## config.mk

```make
export PLATFORM = sky130hd
export DESIGN_NAME = combined_lcg_shuffle_rng
export DESIGN_NICKNAME = d
export VERILOG_FILES = /design/src/rtl/clsr_pkg.sv /design/src/rtl/clsr_ram.sv /design/src/rtl/combined_lcg_shuffle_rng.sv
export SDC_FILE = /design/constraint.sdc
export NUM_CORES = 2
export LEC_CHECK = 0
export ABC_AREA = 0
export BUFFER_PORTS_ARGS = -buffer_cell sky130_fd_sc_hd__clkbuf_2
export CAP_MARGIN = 40
export CORE_MARGIN = 5
export CORE_UTILIZATION = 23
export DETAILED_ROUTE_END_ITERATION = 6
export GPL_TIMING_DRIVEN = 0
export PLACE_DENSITY = 0.36
export SLEW_MARGIN = 40
export SYNTH_ARGS = -nofsm -noshare
export SYNTH_HDL_FRONTEND = slang
export SYNTH_SLANG_ARGS = --single-unit
```

## constraint.sdc

```tcl
create_clock -name clk -period 25.7 [get_ports clk]
set_clock_uncertainty 0.05 [all_clocks]
set_input_delay 2.57 -clock clk [delete_from_list [all_inputs] [get_ports clk]]
set_output_delay 2.57 -clock clk [all_outputs]
set_load 0.02 [all_outputs]
```

## src/rtl/clsr_pkg.sv

```systemverilog
package clsr_pkg;

	// Generator word and shuffle table geometry.
	localparam int GEN_W      = 31;
	localparam int TABLE_SIZE = 32;
	localparam int TBL_AW     = $clog2(TABLE_SIZE);
	localparam int WARMUP     = TABLE_SIZE + 8;
	localparam int CNT_W      = $clog2(WARMUP);

	// Multipliers are 16 bits, so one product is 47 bits wide.
	localparam int MUL_W  = 16;
	localparam int PROD_W = GEN_W + MUL_W;

	localparam logic [GEN_W-1:0] MOD1        = 31'd2147483563;
	localparam logic [GEN_W-1:0] MOD2        = 31'd2147483399;
	localparam logic [MUL_W-1:0] MUL1        = 16'd40014;
	localparam logic [MUL_W-1:0] MUL2        = 16'd40692;
	localparam logic [GEN_W-1:0] SECOND_SEED = 31'd123456789;

	// 2^31 is congruent to these values modulo MOD1 and MOD2.
	localparam int FOLD_W = 8;
	localparam logic [FOLD_W-1:0] FOLD1 = 8'd85;
	localparam logic [FOLD_W-1:0] FOLD2 = 8'd249;

	localparam logic [GEN_W-1:0] RANGE1   = MOD1 - 31'd1;
	localparam logic [GEN_W:0]   SLOT_DIV = 32'(1 + 2147483562 / TABLE_SIZE);
	localparam int               SLOT_SH  = GEN_W - TBL_AW;

	localparam int               FRAC_W   = 24;
	localparam int               FRAC_SH  = GEN_W - FRAC_W;
	localparam logic [FRAC_W-1:0] FRAC_MAX = 24'd16777214;

	// Stream word widths, padded to whole bytes.
	localparam int IN_DATA_W  = 32;
	localparam int OUT_DATA_W = 56;

endpackage

```

## src/rtl/clsr_ram.sv

```systemverilog
module clsr_ram #(
	parameter int WIDTH = 31,
	parameter int DEPTH = 32
) (
	input  logic                     clk,
	input  logic                     we,
	input  logic [$clog2(DEPTH)-1:0] waddr,
	input  logic [WIDTH-1:0]         wdata,
	input  logic [$clog2(DEPTH)-1:0] raddr,
	output logic [WIDTH-1:0]         rdata
);

	logic [WIDTH-1:0] mem [DEPTH];

	always_ff @(posedge clk) begin
		if (we) begin
			mem[waddr] <= wdata;
		end
		rdata <= mem[raddr];
	end

endmodule

```

## src/rtl/combined_lcg_shuffle_rng.sv

```systemverilog
// Channel   Direction  tdata (low bit up)                    tuser
// s_*       in         seed[30:0], one zero pad bit          action (1 = reseed, then draw)
// m_*       out        value_int[30:0], fraction[54:31], pad  none
//
// A draw runs in steps: the multiply registers at the accepting edge, then come the modular
// fold, the table subtract and the output load. A reseed first runs a warm-up that fills the
// table, on the single first-generator multiply and fold unit.
// Reset loads the generator start values and clears the per-slot valid bits. A slot never
// written reads as zero, so there is no clearing pass. A stalled output holds the block in its
// last step. A new word is taken while an earlier result still waits in the output register.
module combined_lcg_shuffle_rng (
	input  logic                               clk,
	input  logic                               arst_n,
	input  logic                               s_tvalid,
	output logic                               s_tready,
	input  logic [clsr_pkg::IN_DATA_W-1:0]     s_tdata,  // seed[30:0], pad[31]
	input  logic                               s_tuser,  // action[0]
	output logic                               m_tvalid,
	input  logic                               m_tready,
	output logic [clsr_pkg::OUT_DATA_W-1:0]    m_tdata   // value_int[30:0], fraction[54:31], pad[55]
);

	typedef enum logic [2:0] {
		ST_IDLE,
		ST_SMUL,
		ST_SRED,
		ST_DMUL,
		ST_RED,
		ST_DIFF,
		ST_OUT
	} state_t;

	function automatic logic [clsr_pkg::GEN_W-1:0] mod_fold(
		input logic [clsr_pkg::PROD_W-1:0] p,
		input logic [clsr_pkg::FOLD_W-1:0] k,
		input logic [clsr_pkg::GEN_W-1:0]  m
	);
		logic [clsr_pkg::GEN_W:0] t;
		// High part times (2^31 mod m) plus low part stays below twice the modulus.
		t = (clsr_pkg::GEN_W+1)'(p[clsr_pkg::GEN_W-1:0])
			+ (clsr_pkg::GEN_W+1)'(p[clsr_pkg::PROD_W-1:clsr_pkg::GEN_W])
			* (clsr_pkg::GEN_W+1)'(k);
		if (t >= {1'b0, m}) begin
			t = t - {1'b0, m};
		end
		return t[clsr_pkg::GEN_W-1:0];
	endfunction

	function automatic logic [clsr_pkg::TBL_AW-1:0] slot_of(
		input logic [clsr_pkg::GEN_W-1:0] v
	);
		logic [clsr_pkg::TBL_AW:0]  q0;
		logic [clsr_pkg::TBL_AW:0]  q;
		logic [clsr_pkg::GEN_W:0]   bound;
		// The divisor is just below 2^26, so the shifted estimate is low by at most one.
		q0    = {1'b0, v[clsr_pkg::GEN_W-1:clsr_pkg::SLOT_SH]};
		bound = clsr_pkg::SLOT_DIV * (clsr_pkg::GEN_W+1)'(q0 + 1'b1);
		q     = ({1'b0, v} >= bound) ? q0 + 1'b1 : q0;
		if (q > (clsr_pkg::TBL_AW+1)'(clsr_pkg::TABLE_SIZE - 1)) begin
			q = (clsr_pkg::TBL_AW+1)'(clsr_pkg::TABLE_SIZE - 1);
		end
		return q[clsr_pkg::TBL_AW-1:0];
	endfunction

	function automatic logic [clsr_pkg::FRAC_W-1:0] frac_of(
		input logic [clsr_pkg::GEN_W-1:0] v
	);
		logic [clsr_pkg::FRAC_W-1:0] q0;
		logic [clsr_pkg::FRAC_W:0]   qp;
		logic [clsr_pkg::FRAC_W:0]   q;
		logic [clsr_pkg::GEN_W+1:0]  lhs;
		// v * 2^24 / MOD1 is v >> 7 or one more; the step up happens when
		// low7 * 2^24 + (q0 + 1) * 85 reaches 2^31.
		q0  = v[clsr_pkg::GEN_W-1:clsr_pkg::FRAC_SH];
		qp  = (clsr_pkg::FRAC_W+1)'(q0) + 1'b1;
		lhs = (clsr_pkg::GEN_W+2)'({v[clsr_pkg::FRAC_SH-1:0], {clsr_pkg::FRAC_W{1'b0}}})
			+ (clsr_pkg::GEN_W+2)'(qp) * (clsr_pkg::GEN_W+2)'(clsr_pkg::FOLD1);
		q   = (lhs >= ((clsr_pkg::GEN_W+2)'(1) << clsr_pkg::GEN_W)) ? qp : {1'b0, q0};
		if (q > {1'b0, clsr_pkg::FRAC_MAX}) begin
			q = {1'b0, clsr_pkg::FRAC_MAX};
		end
		return q[clsr_pkg::FRAC_W-1:0];
	endfunction

	state_t                          state_q;
	logic [clsr_pkg::GEN_W-1:0]      g1_q;
	logic [clsr_pkg::GEN_W-1:0]      g2_q;
	logic [clsr_pkg::GEN_W-1:0]      last_q;
	logic [clsr_pkg::CNT_W-1:0]      cnt_q;
	logic [clsr_pkg::TABLE_SIZE-1:0] valid_q;
	logic [clsr_pkg::PROD_W-1:0]     p1_s1;
	logic [clsr_pkg::PROD_W-1:0]     p2_s1;
	logic [clsr_pkg::TBL_AW-1:0]     slot_s1;
	logic [clsr_pkg::GEN_W-1:0]      entry_s2;
	logic                            out_val_q;
	logic [clsr_pkg::GEN_W-1:0]      out_int_q;
	logic [clsr_pkg::FRAC_W-1:0]     out_frac_q;

	logic                            in_acc;
	logic                            start_draw;
	logic                            warm_store;
	logic                            out_load;
	logic [clsr_pkg::GEN_W-1:0]      seed_eff;
	logic [clsr_pkg::GEN_W-1:0]      red1;
	logic [clsr_pkg::GEN_W-1:0]      red2;
	logic [clsr_pkg::GEN_W+1:0]      diff_raw;
	logic [clsr_pkg::GEN_W+1:0]      diff_wrap;
	logic [clsr_pkg::TBL_AW-1:0]     rd_slot;
	logic                            ram_we;
	logic [clsr_pkg::TBL_AW-1:0]     ram_waddr;
	logic [clsr_pkg::GEN_W-1:0]      ram_wdata;
	logic [clsr_pkg::GEN_W-1:0]      ram_rdata;

	assign s_tready   = (state_q == ST_IDLE);
	assign in_acc     = s_tvalid && s_tready;
	assign start_draw = (in_acc && !s_tuser) || (state_q == ST_DMUL);
	assign warm_store = (state_q == ST_SRED) && (cnt_q < clsr_pkg::CNT_W'(clsr_pkg::TABLE_SIZE));
	assign out_load   = (state_q == ST_OUT) && (!out_val_q || m_tready);

	assign seed_eff = (s_tdata[clsr_pkg::GEN_W-1:0] == '0) ?
		clsr_pkg::GEN_W'(1) : s_tdata[clsr_pkg::GEN_W-1:0];

	assign red1    = mod_fold(p1_s1, clsr_pkg::FOLD1, clsr_pkg::MOD1);
	assign red2    = mod_fold(p2_s1, clsr_pkg::FOLD2, clsr_pkg::MOD2);
	assign rd_slot = slot_of(last_q);

	// Table entry minus the second generator, wrapped into 1..RANGE1.
	assign diff_raw  = (clsr_pkg::GEN_W+2)'(entry_s2) + (clsr_pkg::GEN_W+2)'(clsr_pkg::RANGE1)
		- (clsr_pkg::GEN_W+2)'(g2_q);
	assign diff_wrap = (diff_raw > (clsr_pkg::GEN_W+2)'(clsr_pkg::RANGE1)) ?
		diff_raw - (clsr_pkg::GEN_W+2)'(clsr_pkg::RANGE1) : diff_raw;

	// Only one item is in flight, so a write never races a read of the same slot.
	assign ram_we    = warm_store || (state_q == ST_DIFF);
	assign ram_waddr = (state_q == ST_DIFF) ? slot_s1 : cnt_q[clsr_pkg::TBL_AW-1:0];
	assign ram_wdata = (state_q == ST_DIFF) ? g1_q : red1;

	clsr_ram #(
		.WIDTH(clsr_pkg::GEN_W),
		.DEPTH(clsr_pkg::TABLE_SIZE)
	) u_table (
		.clk   (clk),
		.we    (ram_we),
		.waddr (ram_waddr),
		.wdata (ram_wdata),
		.raddr (rd_slot),
		.rdata (ram_rdata)
	);

	always_ff @(posedge clk or negedge arst_n) begin
		if (!arst_n) begin
			state_q    <= ST_IDLE;
			g1_q       <= clsr_pkg::GEN_W'(1);
			g2_q       <= clsr_pkg::SECOND_SEED;
			last_q     <= '0;
			cnt_q      <= '0;
			valid_q    <= '0;
			p1_s1      <= '0;
			p2_s1      <= '0;
			slot_s1    <= '0;
			entry_s2   <= '0;
			out_val_q  <= 1'b0;
			out_int_q  <= '0;
			out_frac_q <= '0;
		end else begin
			if (out_load) begin
				out_val_q <= 1'b1;
			end else if (m_tready) begin
				out_val_q <= 1'b0;
			end
			if (start_draw) begin
				p1_s1   <= clsr_pkg::PROD_W'(g1_q) * clsr_pkg::PROD_W'(clsr_pkg::MUL1);
				p2_s1   <= clsr_pkg::PROD_W'(g2_q) * clsr_pkg::PROD_W'(clsr_pkg::MUL2);
				slot_s1 <= rd_slot;
				state_q <= ST_RED;
			end else begin
				unique case (state_q)
					ST_IDLE: begin
						if (in_acc) begin
							g1_q    <= seed_eff;
							g2_q    <= seed_eff;
							cnt_q   <= clsr_pkg::CNT_W'(clsr_pkg::WARMUP - 1);
							state_q <= ST_SMUL;
						end
					end
					ST_SMUL: begin
						p1_s1   <= clsr_pkg::PROD_W'(g1_q) * clsr_pkg::PROD_W'(clsr_pkg::MUL1);
						state_q <= ST_SRED;
					end
					ST_SRED: begin
						g1_q <= red1;
						if (warm_store) begin
							valid_q[cnt_q[clsr_pkg::TBL_AW-1:0]] <= 1'b1;
						end
						if (cnt_q == '0) begin
							// Slot zero was written last; it becomes the previous output.
							last_q  <= red1;
							state_q <= ST_DMUL;
						end else begin
							cnt_q   <= cnt_q - 1'b1;
							state_q <= ST_SMUL;
						end
					end
					ST_DMUL: begin
						state_q <= ST_RED;
					end
					ST_RED: begin
						g1_q     <= red1;
						g2_q     <= red2;
						entry_s2 <= valid_q[slot_s1] ? ram_rdata : '0;
						state_q  <= ST_DIFF;
					end
					ST_DIFF: begin
						last_q           <= diff_wrap[clsr_pkg::GEN_W-1:0];
						valid_q[slot_s1] <= 1'b1;
						state_q          <= ST_OUT;
					end
					ST_OUT: begin
						if (out_load) begin
							out_int_q  <= last_q;
							out_frac_q <= frac_of(last_q);
							state_q    <= ST_IDLE;
						end
					end
					default: begin
						state_q <= ST_IDLE;
					end
				endcase
			end
		end
	end

	assign m_tvalid = out_val_q;
	assign m_tdata  = {1'b0, out_frac_q, out_int_q};

`ifndef NO_ASSERTIONS
	a_draw_steps: assert property (@(posedge clk) disable iff (!arst_n)
		(s_tvalid && s_tready && !s_tuser) |=> (state_q == ST_RED) ##1 (state_q == ST_DIFF))
		else $error("draw did not go through fold and subtract steps");

	a_value_range: assert property (@(posedge clk) disable iff (!arst_n)
		out_val_q |-> (out_int_q != '0) && (out_int_q <= clsr_pkg::RANGE1))
		else $error("output integer out of range");

	a_frac_sat: assert property (@(posedge clk) disable iff (!arst_n)
		out_val_q |-> (out_frac_q <= clsr_pkg::FRAC_MAX))
		else $error("fraction above saturation limit");

	a_table_full: assert property (@(posedge clk) disable iff (!arst_n)
		(state_q == ST_DMUL) |-> (&valid_q))
		else $error("warm-up left table slots unwritten");
`endif

endmodule
```

; ---- Word level (Yosys, flattened, before mapping)
; Memories as Yosys holds them, arrays and structs flattened. A register that Yosys moved wholly into a read port is not among the register bits.
; Index checks and enable logic that the tools add are counted.
[classes]
n_bitwise = 3
order_cmp = 12
n_reduce_logical = 29
n_mul = 6
add_sub_neg = 12
muxes = 38
eq_ne = 12
[op_table]
columns = op, n
row1 = 31-bit two-way mux, 8
row2 = 31-bit case mux with 2 select lines, 3
row3 = 47-bit two-way mux, 2
row4 = 31-bit subtractor (second input constant), 3
row5 = 32-bit by 31-bit >= comparator with 1-bit output (second input constant), 2
row6 = 32-bit OR, 2
row7 = 32-bit case mux with 2 select lines, 1
row8 = 31-bit by 15-bit multiplier with 46-bit output (second input constant), 1
row9 = 31-bit by 14-bit multiplier with 45-bit output (second input constant), 1
row10 = 31-bit by 32-bit adder with 33-bit output, 1
row11 = 33-bit by 32-bit >= comparator with 1-bit output (second input constant), 1
row12 = 33-bit by 31-bit greater-than comparator with 1-bit output (second input constant), 1
row13 = 32-bit by 31-bit subtractor with 33-bit output, 1
row14 = 31-bit by 23-bit adder with 32-bit output, 1
row15 = 31-bit by 24-bit adder with 32-bit output, 1
row16 = 31-bit by 31-bit adder with 32-bit output (second input constant), 1
row17 = 31-bit by 32-bit >= comparator with 1-bit output, 1
row18 = 25-bit by 7-bit multiplier with 32-bit output (second input constant), 1
row19 = 32-bit two-way mux, 1
row20 = 31-bit logical NOT, 1
row21 = 25-bit by 6-bit multiplier with 31-bit output (first input constant), 1
row22 = 24-bit by 1-bit adder with 25-bit output (second input constant), 1
row23 = 25-bit by 24-bit greater-than comparator with 1-bit output (second input constant), 1
row24 = 25-bit two-way mux, 1
row25 = 36 further kinds, 74
[totals]
regBits = 318
wordCells = 126
ram_bits = 992
n_memories = 1
input_bits = 37
output_inout_bits = 58
[mem_list]
columns = memory, words, word_bits, read_ports, rd_ports_with_merged_regs, wr, line
row1 = u_table.mem, 32, 31, 1, 1, 1, clsr_ram.sv:13  ; logic [WIDTH-1:0] mem [DEPTH];

; ---- Logic depth before layout (Yosys ltp)
[logic_depth]
depth_word = 7
ltp_mapped = 39
depth_no_buf = 35

; ---- By module
; Synthesis repeated with hierarchy kept, for this count alone.
[unflattened]
hier_cells = 7201
area_unflattened_um2 = 84922.7
[by_module_without_submodules]
columns = module, seq_area_each_um2, n_inst, cells_each, area_each_um2
row1 = combined_lcg_shuffle_rng, 7953.9, 1, 5009, 45758.9
row2 = clsr_ram, 30409.2, 1, 2192, 39163.8

; ---- Least setup slack after synthesis
; No wires, ideal clock.
[synth_timing]
path_type = flip-flop to flip-flop
start = reg last_q[29] in the netlist's numbering
end = reg u_table.rdata[21], read port of u_table.mem
t_arrival_ns = 7.986
path_stages_with_launch = 38
n_path_buf = 6
required_ns = 25.530
synth_period_minus_slack_ns = 8.156
path_slack_ns = 17.544
setup_ns = 0.120
cell_sequence = dfrtp_1 clkbuf_1 buf_1 nand3_1 xnor2_1 inv_1 fa_1 inv_1 fa_1 inv_1 fa_1 inv_1 ha_1 a21oi_1 nor2b_1 nor2_1 nor2b_1 o21ai_0 [2 not listed] a21oi_1 xor2_1 ha_1 nand2_1 nor3_1 nand2_1 or3_1 o22ai_1 o32a_1 buf_2 nor2_1 a31oi_1 buf_2 buf_1 buf_1 nand3_1 a21oi_1 nor4_1
[synth_via]
elab_chain_cells = 6
word_cells_on_any_way = 7
classes_between = 2 x add/sub / 1 x mul / 2 x order compare / 2 x mux
[synth_lines]
columns = item, line
row1 = "start, declared", combined_lcg_shuffle_rng.sv:88  ; logic [clsr_pkg::GEN_W-1:0] last_q;
row2 = "start signal, assigned", combined_lcg_shuffle_rng.sv:197  ; last_q <= red1;
row3 = "start signal, assigned", combined_lcg_shuffle_rng.sv:214  ; last_q <= diff_wrap[clsr_pkg::GEN_W-1:0];
row4 = 5-bit by 1-bit adder with 6-bit output, "combined_lcg_shuffle_rng.sv:57, combined_lcg_shuffle_rng.sv:58"
row5 = 25-bit by 6-bit multiplier with 31-bit output, combined_lcg_shuffle_rng.sv:57  ; bound = clsr_pkg::SLOT_DIV * (clsr_pkg::GEN_W+1)'(q0 + 1'b1);
row6 = 31-bit by 32-bit >= comparator with 1-bit output, combined_lcg_shuffle_rng.sv:58  ; q = ({1'b0, v} >= bound) ? q0 + 1'b1 : q0;
row7 = 6-bit two-way mux *, combined_lcg_shuffle_rng.sv:58
row8 = 6-bit by 5-bit greater-than comparator with 1-bit output, combined_lcg_shuffle_rng.sv:59  ; if (q > (clsr_pkg::TBL_AW+1)'(clsr_pkg::TABLE_SIZE - 1)) begin
row9 = 5-bit two-way mux *, combined_lcg_shuffle_rng.sv:59
row10 = "end, declared", clsr_ram.sv:10  ; output logic [WIDTH-1:0] rdata
; Mark *: on every way between the ends. The rest lies on a longest branch, timed or not.
; A chain may end at the register's enable or synchronous reset.

; ---- Final worst setup path
[layout_timing]
start = reg last_q[29] in the netlist's numbering
end = reg u_table.rdata[15], read port of u_table.mem
; Same word-level chain as after synthesis.

==> summary.md <==
| Metric | Value |
|---|---|
| Vias in the first global route | 62060 |
| Die width | 616.3 um |
| Via count | 60710 |
| Achievable Freq | 81.83 MHz |
| Worst-margin pin slew | 0.9479 ns |
| Detailed Route Iter0 Violations | 4833 |
| Via density | 4.628 |
| Initial cell density of the core | 23.11% |
| R2r setup slk | 13.48 ns |
| Die height | 616.3 um |
| Final wirelength | 317300 um |
| Hold Crit Start | u_table.rdata[12] |
| HPWL after DPL | 252500 um |
| DRC | 0 |
| Crit path time final | 12.22 ns |
| CTS clk-pin slew, worst paths | 0.06 ns |
| # IOs | 95 |
| RSZ-0062 raised after global routing | false |
| Routed Antenna Nets | 0 |
| Clk Latency, worst-skew pair | 0.83 ns |
| Commonest non-fill, non-tap cell in the layout | nand2_1 |
| Post-synthesis sequential area ratio | 45.37% |
| Port Buffers | 92 |
| CTS tree | yes |
| H-Tree Depth | 4 |
| Drt wl/cell | 24.19 um |
| Post-synth EDFFs | 992 |
| Commonest non-fill, non-tap cells in the layout | nand2_1 (1166), edfxtp_1 (992), inv_1 (832), ha_1 (659), fa_1 (510) |
| Row cnt | 222 |
| Synth cell types | 108 |
| Detailed Routing Iterations Pass 1 | 6 |
| Largest net degree at the start of global routing | 64 |
| Worst path max stage delay | 0.81 ns |
| Worst Hold Path EP | entry_s2[12] |
| Post-CTS Resized | 0 |
| Initial antenna violation count | 37 |
| Total die area | 379800 um2 |
| Worst Hold Path Cells | 2 |
| Ys Warns | 0 |
| Remaining global-route overflow | 0 |
| Setup CP Type | reg -> reg |
| Area growth, synth to finish | 18.20% |
| Slowest stage cell on the critical path | nor4_2 |
| Fraction of layout cells with a size suffix above 1 | 9.562% |
| Async SR Flop Fraction | 23.66% |
| Max clock buf depth | 4 |
| Core ar. | 365800 um2 |
| Final Hold Fails | 0 |
| Crit path max fanout | 10 |
| Worst r2r dst | u_table.rdata[15] |
| Filler instances | 38090 |
| Worst slew margin relative to its limit | 36.14% |
| Syn Area/Cell | 10.90 um2 |
| Sink Count | 1340 |
| Worst path most repeated cell | inv_1 |
| R2R Path Start | last_q[29] |
| Setup violators final | 0 |
| Worst R2R Path Depth | 36 |
| Syn Nets | 8966 |
| Num CTS Buffers | 166 |
| Root Buffer | clkbuf_16 |
| Cell count after synthesis | 7760 |
| Hold_buf cts | 0 |
| Post-CTS Setup Inserts | 0 |
| Gr usage total | 16.37% |
| Worst Path Arrival | 12.81 ns |
| Fin Setup TNS | 0 ns |
| Syn Std Cell Area | 84550 um2 |
| First-pass GRT wire length | 456600 um |
| Status | complete, no violations |
| Final Max Slew Viols | 0 |
| Tcrit/Tclk final | 47.55% |
| Final GP Congestion | 0.8558 |
| Synth Register Bits | 1340 |
| HP Class | reg -> reg |
| Top FF cell, synth | edfxtp_1 |
| Worst setup SP type | flop |
| CP Capture Type | flop |
| Number of max-cap violations | 0 |
| Worst path required time | 26.29 ns |
| Final nets | 9370 |
[registers in the layout, summed over array words and instances (netlist names)]
register	flops
m_tvalid	1
u_table.mem	992
state_q	3
last_q	31
valid_q	32
p1_s1	46
u_table.rdata	31
slot_s1	5
out_frac_q	24
g2_q	31
entry_s2	31
p2_s1	45
out_int_q	31
cnt_q	6
g1_q	31
[metrics by stage]
stage	cells	setup WS, ns	hold slack (ns)	area (um2)	utilization (%)
global placement	12670	11.53	0.3747	91030	24.88
CTS	13110	13.32	0.3951	99870	27.30
detailed placement	12810	13.30	0.3825	94600	25.86
floorplan	7760	17.54	0.3596	84550	-
finish	13120	13.48	0.3926	99930	27.32
global route	13110	12.77	0.4112	99920	27.32
[Yosys cell counts, drive strengths merged, types with 64 or more instances]
master	instances	area (um2)
a21o	154	1156
a21oi	324	1625
a31oi	112	706.9
a32oi	64	560.5
and3	97	606.8
buf	73	350.3
clkbuf	268	1006
dfrtp	300	7507
edfxtp	992	29790
fa	510	10210
ha	659	8245
inv	832	3123
mux2i	84	844.6
nand2	1174	4409
nand3	281	1406
nor2	318	1194
nor3	90	471.7
o21ai	297	1494
xnor2	159	1393
xor2	105	919.6
[critical path: cells and delay by family (launching register included)]
kind            cells  cell delay, ns
buf+inv             9            2.89
fa+ha+maj           5            2.58
simple gates       11            2.47
flops               1            0.51
mux                 1            0.67
compound gates      8            2.30
xor+xnor            2            0.51
[worst max-delay path by stage]
| stage | from | endpoint | cells past startpoint |
|---|---|---|---|
| 2_1_floorplan | last_q[29] | u_table.rdata[21] | 37 |
| 3_3_place_gp | last_q[29] | u_table.rdata[12] | 36 |
| 5_1_grt | last_q[29] | u_table.rdata[15] | 36 |
| 4_1_cts | last_q[29] | u_table.rdata[9] | 36 |
| 3_5_place_dp | last_q[29] | u_table.rdata[9] | 36 |
| 6_report | last_q[29] | u_table.rdata[15] | 36 |
[layout make-up]
class,instances,area (um2),area share [%]
tap,4816,6026,6.030
inverter,834,3131,3.133
sequential,1340,38370,38.40
clock inverter,66,683.2,0.6836
timing repair buffer,236,3126,3.128
multi-input combinational,5245,42590,42.62
clock buffer,231,4587,4.590
antenna,8,20.02,0.02003
buffer,341,1395,1.396
[logic make-up after synthesis]
| family | Yosys count | share of synthesized area [%] |
|---|---|---|
| and+or+nand+nor | 2271 | 12.08 |
| xor gates and xnor gates | 264 | 2.735 |
| AOI/OAI and AO/OA | 1404 | 10.87 |
| DFF | 1340 | 45.37 |
| buffers and inverters | 1175 | 5.307 |
| adders and majority gates | 1169 | 21.83 |
| muxes | 136 | 1.798 |
| other | 1 | 0.004435 |
[layer usage]
metal | vias up | track usage [%] | share of wire [%]
met5 | - | 0 | 0.0041
met4 | 2 | 3.847 | 2.3
met3 | 340 | 2.263 | 5.1
met2 | 1542 | 26.65 | 46
met1 | 30890 | 22.98 | 46
li1 | 27940 | - | -
Power is left out: the tool's default activity adds up to more than one toggle a clock period on the data nets, which glitch-free logic cannot reach.
